--- src/hdl/cba_pkg.sv ---
package cba_pkg;

  localparam logic [1:0] REQ_ALLOC  = 2'd0;
  localparam logic [1:0] REQ_CLEAR  = 2'd1;
  localparam logic [1:0] REQ_LOOKUP = 2'd2;

  localparam logic [31:0] EXP_SIZE_RESET = 32'd16777216;

  typedef enum logic [1:0] {
    ST_OK         = 2'd0,
    ST_CHUNK_FULL = 2'd1,
    ST_RES_FULL   = 2'd2,
    ST_BAD_INDEX  = 2'd3
  } status_e;

  typedef struct packed {
    logic [31:0] new_chunk_size;
    logic        new_chunk;
    logic [31:0] placed_offset;
    logic [7:0]  slot_in_chunk;
    logic [3:0]  chunk_index;
    logic [7:0]  resource_index;
    status_e     status;
  } res_t;

endpackage

--- src/hdl/cba_ram.sv ---
module cba_ram #(
  parameter int WIDTH = 8,
  parameter int DEPTH = 16
) (
  input  logic                                         clk_i,
  input  logic                                         we_i,
  input  logic [((DEPTH > 1) ? $clog2(DEPTH) : 1)-1:0] waddr_i,
  input  logic [WIDTH-1:0]                             wdata_i,
  input  logic                                         re_i,
  input  logic [((DEPTH > 1) ? $clog2(DEPTH) : 1)-1:0] raddr_i,
  output logic [WIDTH-1:0]                             rdata_o
);

  logic [WIDTH-1:0] mem_q [DEPTH];

  always_ff @(posedge clk_i) begin
    if (we_i) begin
      mem_q[waddr_i] <= wdata_i;
    end
    if (re_i) begin
      rdata_o <= mem_q[raddr_i];
    end
  end

endmodule

--- src/hdl/cba_engine.sv ---
module cba_engine import cba_pkg::*; #(
  parameter int MAX_CHUNKS    = 16,
  parameter int MAX_RESOURCES = 256,
  parameter int ALIGN_LOG2    = 16
) (
  input  logic        clk_i,
  input  logic        rst_ni,
  input  logic        req_valid_i,
  output logic        req_ready_o,
  input  logic [1:0]  req_type_i,
  input  logic [31:0] req_size_i,
  input  logic [7:0]  req_look_i,
  input  logic [31:0] exp_size_i,
  output logic        res_valid_o,
  input  logic        res_ready_i,
  output res_t        res_o
);

  localparam int CW   = (MAX_CHUNKS > 1) ? $clog2(MAX_CHUNKS) : 1;
  localparam int CCW  = $clog2(MAX_CHUNKS + 1);
  localparam int RW   = (MAX_RESOURCES > 1) ? $clog2(MAX_RESOURCES) : 1;
  localparam int RCW  = $clog2(MAX_RESOURCES + 1);
  localparam int CMPW = (RCW > 8) ? RCW : 8;
  localparam int PKW  = (CW > 4) ? CW : 4;
  localparam int CHW  = 72;
  localparam int RECW = CW + 8;
  localparam logic [33:0] AMASK = (34'd1 << ALIGN_LOG2) - 34'd1;

  typedef struct packed {
    logic [31:0] bytes;
    logic [31:0] used;
    logic [7:0]  recs;
  } chunk_t;

  typedef enum logic [2:0] {
    S_IDLE, S_CHK, S_NEW, S_BUMP, S_LOOK, S_RESP
  } state_e;

  state_e            state_q, state_d;
  logic [CW-1:0]     idx_q, idx_d;
  logic [CW-1:0]     pick_q, pick_d;
  logic [31:0]       size_q, size_d;
  logic [7:0]        look_q, look_d;
  logic [31:0]       bytes_q, bytes_d;
  logic [31:0]       used_q, used_d;
  logic [7:0]        recs_q, recs_d;
  logic              isnew_q, isnew_d;
  logic [CCW-1:0]    chunk_cnt_q, chunk_cnt_d;
  logic [RCW-1:0]    rec_cnt_q, rec_cnt_d;
  logic [MAX_CHUNKS-1:0] clr_q, clr_d;
  res_t              res_q, res_d;

  logic              ch_we, ch_re;
  logic [CW-1:0]     ch_waddr, ch_raddr;
  chunk_t            ch_wdata, ch_rdata;
  logic              rc_we, rc_re;
  logic [RW-1:0]     rc_waddr, rc_raddr;
  logic [RECW-1:0]   rc_wdata, rc_rdata;

  logic [31:0]       used_eff;
  logic [7:0]        recs_eff;
  logic              fit;
  logic [33:0]       bump_sum, bump_al;
  logic [31:0]       bump;
  logic [CMPW-1:0]   look_ext, cnt_ext;
  logic [PKW-1:0]    pick_ext, rchunk_ext;

  cba_ram #(.WIDTH(CHW), .DEPTH(MAX_CHUNKS)) u_chunk_ram (
    .clk_i  (clk_i),
    .we_i   (ch_we),
    .waddr_i(ch_waddr),
    .wdata_i(ch_wdata),
    .re_i   (ch_re),
    .raddr_i(ch_raddr),
    .rdata_o(ch_rdata)
  );

  cba_ram #(.WIDTH(RECW), .DEPTH(MAX_RESOURCES)) u_rec_ram (
    .clk_i  (clk_i),
    .we_i   (rc_we),
    .waddr_i(rc_waddr),
    .wdata_i(rc_wdata),
    .re_i   (rc_re),
    .raddr_i(rc_raddr),
    .rdata_o(rc_rdata)
  );

  // a cleared chunk reads as empty until it is next written
  assign used_eff = clr_q[idx_q] ? 32'd0 : ch_rdata.used;
  assign recs_eff = clr_q[idx_q] ? 8'd0 : ch_rdata.recs;
  assign fit      = (ch_rdata.bytes - used_eff) >= size_q;

  assign bump_sum = {2'b00, used_q} + {2'b00, size_q} + AMASK;
  assign bump_al  = bump_sum & ~AMASK;
  assign bump     = (bump_al > {2'b00, bytes_q}) ? bytes_q : bump_al[31:0];

  assign look_ext   = CMPW'(req_look_i);
  assign cnt_ext    = CMPW'(rec_cnt_q);
  assign pick_ext   = PKW'(pick_q);
  assign rchunk_ext = PKW'(rc_rdata[RECW-1:8]);

  assign req_ready_o = (state_q == S_IDLE);
  assign res_valid_o = (state_q == S_RESP);
  assign res_o       = res_q;

  always_comb begin
    state_d     = state_q;
    idx_d       = idx_q;
    pick_d      = pick_q;
    size_d      = size_q;
    look_d      = look_q;
    bytes_d     = bytes_q;
    used_d      = used_q;
    recs_d      = recs_q;
    isnew_d     = isnew_q;
    chunk_cnt_d = chunk_cnt_q;
    rec_cnt_d   = rec_cnt_q;
    clr_d       = clr_q;
    res_d       = res_q;
    ch_we       = 1'b0;
    ch_re       = 1'b0;
    ch_waddr    = pick_q;
    ch_raddr    = idx_q;
    ch_wdata    = '{bytes: bytes_q, used: bump, recs: recs_q + 8'd1};
    rc_we       = 1'b0;
    rc_re       = 1'b0;
    rc_waddr    = rec_cnt_q[RW-1:0];
    rc_raddr    = look_ext[RW-1:0];
    rc_wdata    = {pick_q, recs_q};

    unique case (state_q)
      S_IDLE: begin
        if (req_valid_i) begin
          size_d  = req_size_i;
          look_d  = req_look_i;
          isnew_d = 1'b0;
          res_d   = '0;
          state_d = S_RESP;
          case (req_type_i)
            REQ_ALLOC: begin
              if (rec_cnt_q >= RCW'(MAX_RESOURCES)) begin
                res_d.status = ST_RES_FULL;
              end else if (chunk_cnt_q == '0) begin
                state_d = S_NEW;
              end else begin
                ch_re    = 1'b1;
                ch_raddr = '0;
                idx_d    = '0;
                state_d  = S_CHK;
              end
            end
            REQ_CLEAR: begin
              clr_d     = '1;
              rec_cnt_d = '0;
            end
            REQ_LOOKUP: begin
              if (look_ext >= cnt_ext) begin
                res_d.status = ST_BAD_INDEX;
              end else begin
                rc_re   = 1'b1;
                state_d = S_LOOK;
              end
            end
            default: ;
          endcase
        end
      end
      S_CHK: begin
        // data of chunk idx_q is here; on a miss, fetch the next one meanwhile
        if (fit) begin
          pick_d  = idx_q;
          bytes_d = ch_rdata.bytes;
          used_d  = used_eff;
          recs_d  = recs_eff;
          state_d = S_BUMP;
        end else if (CCW'(idx_q) + CCW'(1) == chunk_cnt_q) begin
          state_d = S_NEW;
        end else begin
          ch_re    = 1'b1;
          ch_raddr = idx_q + CW'(1);
          idx_d    = idx_q + CW'(1);
        end
      end
      S_NEW: begin
        if (chunk_cnt_q >= CCW'(MAX_CHUNKS)) begin
          res_d.status = ST_CHUNK_FULL;
          state_d      = S_RESP;
        end else begin
          pick_d  = chunk_cnt_q[CW-1:0];
          bytes_d = (exp_size_i > size_q) ? exp_size_i : size_q;
          used_d  = '0;
          recs_d  = '0;
          isnew_d = 1'b1;
          state_d = S_BUMP;
        end
      end
      S_BUMP: begin
        ch_we         = 1'b1;
        rc_we         = 1'b1;
        clr_d[pick_q] = 1'b0;
        rec_cnt_d     = rec_cnt_q + RCW'(1);
        if (isnew_q) begin
          chunk_cnt_d = chunk_cnt_q + CCW'(1);
        end
        res_d.resource_index = cnt_ext[7:0];
        res_d.chunk_index    = pick_ext[3:0];
        res_d.slot_in_chunk  = recs_q;
        res_d.placed_offset  = used_q;
        res_d.new_chunk      = isnew_q;
        res_d.new_chunk_size = isnew_q ? bytes_q : 32'd0;
        res_d.status         = ST_OK;
        state_d              = S_RESP;
      end
      S_LOOK: begin
        res_d.resource_index = look_q;
        res_d.chunk_index    = rchunk_ext[3:0];
        res_d.slot_in_chunk  = rc_rdata[7:0];
        state_d              = S_RESP;
      end
      S_RESP: begin
        if (res_ready_i) begin
          state_d = S_IDLE;
        end
      end
      default: state_d = S_IDLE;
    endcase
  end

  always_ff @(posedge clk_i or negedge rst_ni) begin
    if (!rst_ni) begin
      state_q     <= S_IDLE;
      chunk_cnt_q <= '0;
      rec_cnt_q   <= '0;
      clr_q       <= '0;
    end else begin
      state_q     <= state_d;
      chunk_cnt_q <= chunk_cnt_d;
      rec_cnt_q   <= rec_cnt_d;
      clr_q       <= clr_d;
    end
  end

  always_ff @(posedge clk_i) begin
    idx_q   <= idx_d;
    pick_q  <= pick_d;
    size_q  <= size_d;
    look_q  <= look_d;
    bytes_q <= bytes_d;
    used_q  <= used_d;
    recs_q  <= recs_d;
    isnew_q <= isnew_d;
    res_q   <= res_d;
  end

endmodule

--- src/hdl/chunked_bump_allocator_unit.sv ---
// First-fit chunked bump allocator.
// Requests enter on the s_axis channel: tuser carries the request type
// (allocate, clear, look up), tdata the byte size and the lookup index.
// Every request gives exactly one result on the m_axis channel; tuser
// carries the status, tdata the placement fields.
// The minimum size of a newly opened chunk is written on the cfg channel,
// which is always ready; write it only while no request is in flight.
// One request is handled at a time. An allocate scans the chunk memory one
// chunk per cycle from chunk 0 and takes the first that fits; on a miss it
// opens a new chunk or reports a full chunk table. Clear, unused and
// resource-full requests need no memory access; a lookup in range first
// reads the record memory. The next request is accepted as soon as the
// result has moved into the output register, even while the receiver
// stalls; a second result then waits until the first is taken.
// Reset empties the chunk and record tables and sets the minimum chunk size
// to 16 MiB; the memories need no clearing pass.
module chunked_bump_allocator_unit import cba_pkg::*; #(
  parameter int MAX_CHUNKS    = 16,
  parameter int MAX_RESOURCES = 256,
  parameter int ALIGN_LOG2    = 16
) (
  input  logic        clk_i,
  input  logic        rst_ni,
  input  logic        s_axis_tvalid_i,
  output logic        s_axis_tready_o,
  input  logic [39:0] s_axis_tdata_i,  // required_size, lookup_index
  input  logic [1:0]  s_axis_tuser_i,  // req_type
  output logic        m_axis_tvalid_o,
  input  logic        m_axis_tready_i,
  // resource_index, chunk_index, slot_in_chunk, placed_offset, new_chunk,
  // new_chunk_size, zero padding
  output logic [87:0] m_axis_tdata_o,
  output logic [1:0]  m_axis_tuser_o,  // status
  input  logic        cfg_valid_i,
  output logic        cfg_ready_o,
  input  logic [31:0] cfg_data_i
);

  logic [31:0] exp_size_q;
  logic        res_valid, res_ready;
  res_t        res;
  logic        out_valid_q;
  res_t        out_q;

  assign cfg_ready_o = 1'b1;

  always_ff @(posedge clk_i or negedge rst_ni) begin
    if (!rst_ni) begin
      exp_size_q <= EXP_SIZE_RESET;
    end else if (cfg_valid_i) begin
      exp_size_q <= cfg_data_i;
    end
  end

  cba_engine #(
    .MAX_CHUNKS   (MAX_CHUNKS),
    .MAX_RESOURCES(MAX_RESOURCES),
    .ALIGN_LOG2   (ALIGN_LOG2)
  ) u_engine (
    .clk_i      (clk_i),
    .rst_ni     (rst_ni),
    .req_valid_i(s_axis_tvalid_i),
    .req_ready_o(s_axis_tready_o),
    .req_type_i (s_axis_tuser_i),
    .req_size_i (s_axis_tdata_i[31:0]),
    .req_look_i (s_axis_tdata_i[39:32]),
    .exp_size_i (exp_size_q),
    .res_valid_o(res_valid),
    .res_ready_i(res_ready),
    .res_o      (res)
  );

  // take a new result whenever the output register is empty or draining
  assign res_ready = !out_valid_q || m_axis_tready_i;

  always_ff @(posedge clk_i or negedge rst_ni) begin
    if (!rst_ni) begin
      out_valid_q <= 1'b0;
    end else if (res_ready) begin
      out_valid_q <= res_valid;
    end
  end

  always_ff @(posedge clk_i) begin
    if (res_ready && res_valid) begin
      out_q <= res;
    end
  end

  assign m_axis_tvalid_o = out_valid_q;
  assign m_axis_tuser_o  = out_q.status;
  assign m_axis_tdata_o  = {3'b000, out_q.new_chunk_size, out_q.new_chunk,
                            out_q.placed_offset, out_q.slot_in_chunk,
                            out_q.chunk_index, out_q.resource_index};

endmodule

--- config.mk ---
export PLATFORM = sky130hd
export DESIGN_NAME = chunked_bump_allocator_unit
export DESIGN_NICKNAME = d
export VERILOG_FILES = /design/src/hdl/cba_pkg.sv /design/src/hdl/cba_ram.sv /design/src/hdl/cba_engine.sv /design/src/hdl/chunked_bump_allocator_unit.sv
export SDC_FILE = /design/constraint.sdc
export NUM_CORES = 2
export LEC_CHECK = 0
export ABC_CLOCK_PERIOD_IN_PS = 15000
export BUFFER_PORTS_ARGS = -buffer_cell sky130_fd_sc_hd__buf_2
export CORE_MARGIN = 2
export CORE_UTILIZATION = 40
export DETAILED_ROUTE_END_ITERATION = 10
export HOLD_SLACK_MARGIN = 0.08
export MAX_ROUTING_LAYER = met4
export SLEW_MARGIN = 20
export SYNTH_ARGS = -nofsm -noshare
export SYNTH_HDL_FRONTEND = slang
export SYNTH_HIERARCHICAL = 1
export SYNTH_MEMORY_MAX_BITS = 65536
export SYNTH_SLANG_ARGS = --single-unit
--- constraint.sdc ---
create_clock -name clk_i -period 15 [get_ports clk_i]
set_input_delay 3 -clock clk_i [delete_from_list [all_inputs] [get_ports clk_i]]
set_output_delay 3 -clock clk_i [all_outputs]
set_load 0.05 [all_outputs]
==> metrics.txt <==
via count 94781; FMAX 94.47 MHz; Crit Reg-Reg Startpoint u_engine/idx_q[0]$_DFF_P_; Final setup viols 0; Critical Path Fanout Max 72; Via density 5.867; WS Path Type register to register; sw frac 0.3188; cts hold-fix bufs 0; Worst-Skew Late Latency 0.99 ns; Setup Skew 0.05598 ns; Mapped Area 184300 um^2; Avg Cell Area, Syn 20.14 um^2; Core ar. 459500 um^2; Synth Register Bits 4669; Starting Density 0.4011; H-tree depth 5; Int Pwr 27.69 mW; Design Area, Final 208200 um^2; post-layout min period 10.59 ns; drt pass-1 iters 11; initial antenna violation count 38; Clock Tree Root clkbuf_16; pwr/cell area 195.2 nW/um^2; wire per inst 31.29 um; Layout area overhead 12.97%; MaxCap Viol Count 0; Slew @ Worst Pin 1.303 ns; Slew HR 0.1234; combinational cell fraction of total power 0.272; slowest stage cell on the critical path buf_4; Req. time, crit path 15.72 ns; outcome complete, but fails checks; Remaining DRCs 10; clock buffer depth 4; Peak VDD IR 217.3 uV; max-slew violation count 0; R2R depth 32; Area after DPL 193300 um^2; fraction of registers with async set/reset 0.01414; hold path depth 0; Die Y 682.8 um; Clock Power Share 0.279; Tot Pwr 40.66 mW; clock sinks 4669; failing checks DRC; leakage 66.40 nW; Final Hold Fails 0; cells resized by post-CTS repair 0; commonest register cell after synthesis edfxtp_1; total track usage 0.2186; Final TNS setup 0 ns; Netlist cell types 91; Port Buffers 167; fill count 38192; crit path launch type register; switching power total 12.96 mW; grt ovf 0; hold_sp u_engine/res_o[2]$_DFFE_PP_; Die Wd 682.8 um; Post-DP HPWL 304600 um; Hold EP m_axis_tdata_o[0]$_DFFE_PP_; number of synthesized flops with an enable pin 4599; largest net degree at the start of global routing 213; postcts setup bufs 0; Final WS setup 4.415 ns; Reg clk slew, reported paths 0.06 ns; r2r setup slk 4.41 ns; ANT nets after route 0; max incr delay on CP 0.76 ns; arrival time at the worst endpoint 11.30 ns; reg2reg end u_engine/u_chunk_ram/rdata_o[37]$_DFFE_PP_; Placement Rows 249; routed wire length 505400 um; warnings from Yosys 6; number of global-route vias before repair 93728; RePlAce Congestion 0.9007; register area share after synthesis 0.7586; initial DRC count 11738; Final nets 9838; share of cells above drive strength 1 0.2405; CTS tree built; die area 466300 um^2; post-synthesis instance total 9152; # IOs 172; RSZ-0062 raised after global routing no; period utilisation layout 0.7057; clock buffer count from CTS 443; CP endpoint kind register; hold crit path type register to register; Place WS 4.403 ns; Flop pwr share 0.450; global-route wire length before repair 710400 um
## cells in the final DEF, fill, tap and decap left out, drive strengths merged, types with 46 or more instances in the layout
cell type	netlist	final
nor3	61	61
clkbuf	258	540
nor4	46	46
nand2	290	290
clkinv	1	201
edfxtp	4599	4599
mux4	928	928
and2	62	62
inv	100	119
and3	87	87
nor2	379	379
dfrtp	65	65
xnor2	55	55
a22oi	363	363
buf	252	509
o21ai	158	158
ha	158	158
nor2b	52	52
a21oi	205	205
a21o	62	62
bufinv	0	52
nand4	46	46
nand3	63	63
o22ai	90	90
mux2	81	81
o221ai	56	56
mux2i	259	259
## power groups by stage
stage	logic [mW]	clock network, mW	registers, mW
2_1_floorplan	6.49	0	19.3
3_3_place_gp	10.7	0	18.5
3_5_place_dp	11.0	0	18.5
4_1_cts	11.0	11.5	18.3
5_1_grt	11.9	12.0	18.3
6_report	11.0	11.3	18.3
## synth_stat cells (all sizes together) (63+ instances only)
cell    number  area (um^2)
edfxtp    4599       138100
mux4       928        20900
nor2       379         1423
a22oi      363         2725
nand2      290         1091
mux2i      259         2592
clkbuf     258        968.4
buf        252         2132
a21oi      205         1030
ha         158         1977
o21ai      158        790.8
inv        100        375.4
o22ai       90        563.0
and3        87        544.3
mux2        81         1025
dfrtp       65         1627
nand3       63        315.3
## critical path: cells and delay by family, from the launching register on
family / cells / cell delay, ns
simple gates: 5 / 0.70
mux: 4 / 2.01
flops: 1 / 0.71
compound gates: 17 / 4.01
buf+inv: 4 / 2.08
fa+ha+maj: 2 / 0.71
## stage by stage
step	util	std cells	hold slack (ns)
finish	0.4532	16155	0.4174
global route	0.4531	16143	0.4236
CTS	0.4525	16126	0.4177
detailed placement	0.4205	15300	0.4045
global placement	0.4200	15300	0.4031
floorplan	-	9154	0.4003
## layer usage
| layer | share of wire | wire [um] | track usage | up-vias |
|---|---|---|---|---|
| li1 | - | - | - | 38878 |
| met1 | 0.41 | 208200 | 0.3005 | 50858 |
| met5 | 0 | 0 | - | - |
| met4 | 0.029 | 14410 | 0.05974 | 0 |
| met2 | 0.47 | 240100 | 0.3387 | 4298 |
| met3 | 0.085 | 42810 | 0.03778 | 747 |
## registers in the layout (all words and copies together), names as in the netlist, 72 cells and up
signal / count
u_engine/u_rec_ram/mem_q: 3072
u_engine/u_chunk_ram/mem_q: 1152
m_axis_tdata_o: 85
u_engine/u_chunk_ram/rdata_o: 72
u_engine/res_o: 87
## kinds of logic after synthesis
family,count (synthesis),share of synthesized area
AO/OA/AOI/OAI,1169,0.04338
flip-flops,4669,0.7586
XOR/XNOR,77,0.003659
other,2,0.00004074
adder cells (fa/ha/maj),160,0.01094
multiplexers,1268,0.1330
AND/OR/NAND/NOR,1196,0.03149
buffers and inverters,611,0.01888
## how the worst max path moves through the flow
stage | startpoint | end | slack (ns)
after floorplan | u_engine/idx_q[0]$_DFF_P_ | u_engine/u_chunk_ram/rdata_o[67]$_DFFE_PP_ | 1.44
after global placement | u_engine/idx_q[0]$_DFF_P_ | u_engine/u_chunk_ram/rdata_o[62]$_DFFE_PP_ | 4.48
after detailed placement | u_engine/idx_q[0]$_DFF_P_ | u_engine/u_chunk_ram/rdata_o[37]$_DFFE_PP_ | 4.40
after CTS | u_engine/idx_q[0]$_DFF_P_ | u_engine/u_chunk_ram/rdata_o[37]$_DFFE_PP_ | 4.40
after global routing | u_engine/idx_q[0]$_DFF_P_ | u_engine/u_chunk_ram/rdata_o[19]$_DFFE_PP_ | 3.70
final | u_engine/idx_q[0]$_DFF_P_ | u_engine/u_chunk_ram/rdata_o[37]$_DFFE_PP_ | 4.41
## final cells by class
cell class	count	area, um^2	area share
clock inverter	287	2878	0.01382
timing repair buffer	510	3712	0.01783
tap	6149	7694	0.03694
antenna	26	65.06	0.0003124
sequential	4669	139800	0.6715
clock buffer	539	11810	0.05671
inverter	101	379.1	0.001820
multi-input combinational	3874	41880	0.2011
Power figures use the tool's default switching activity.
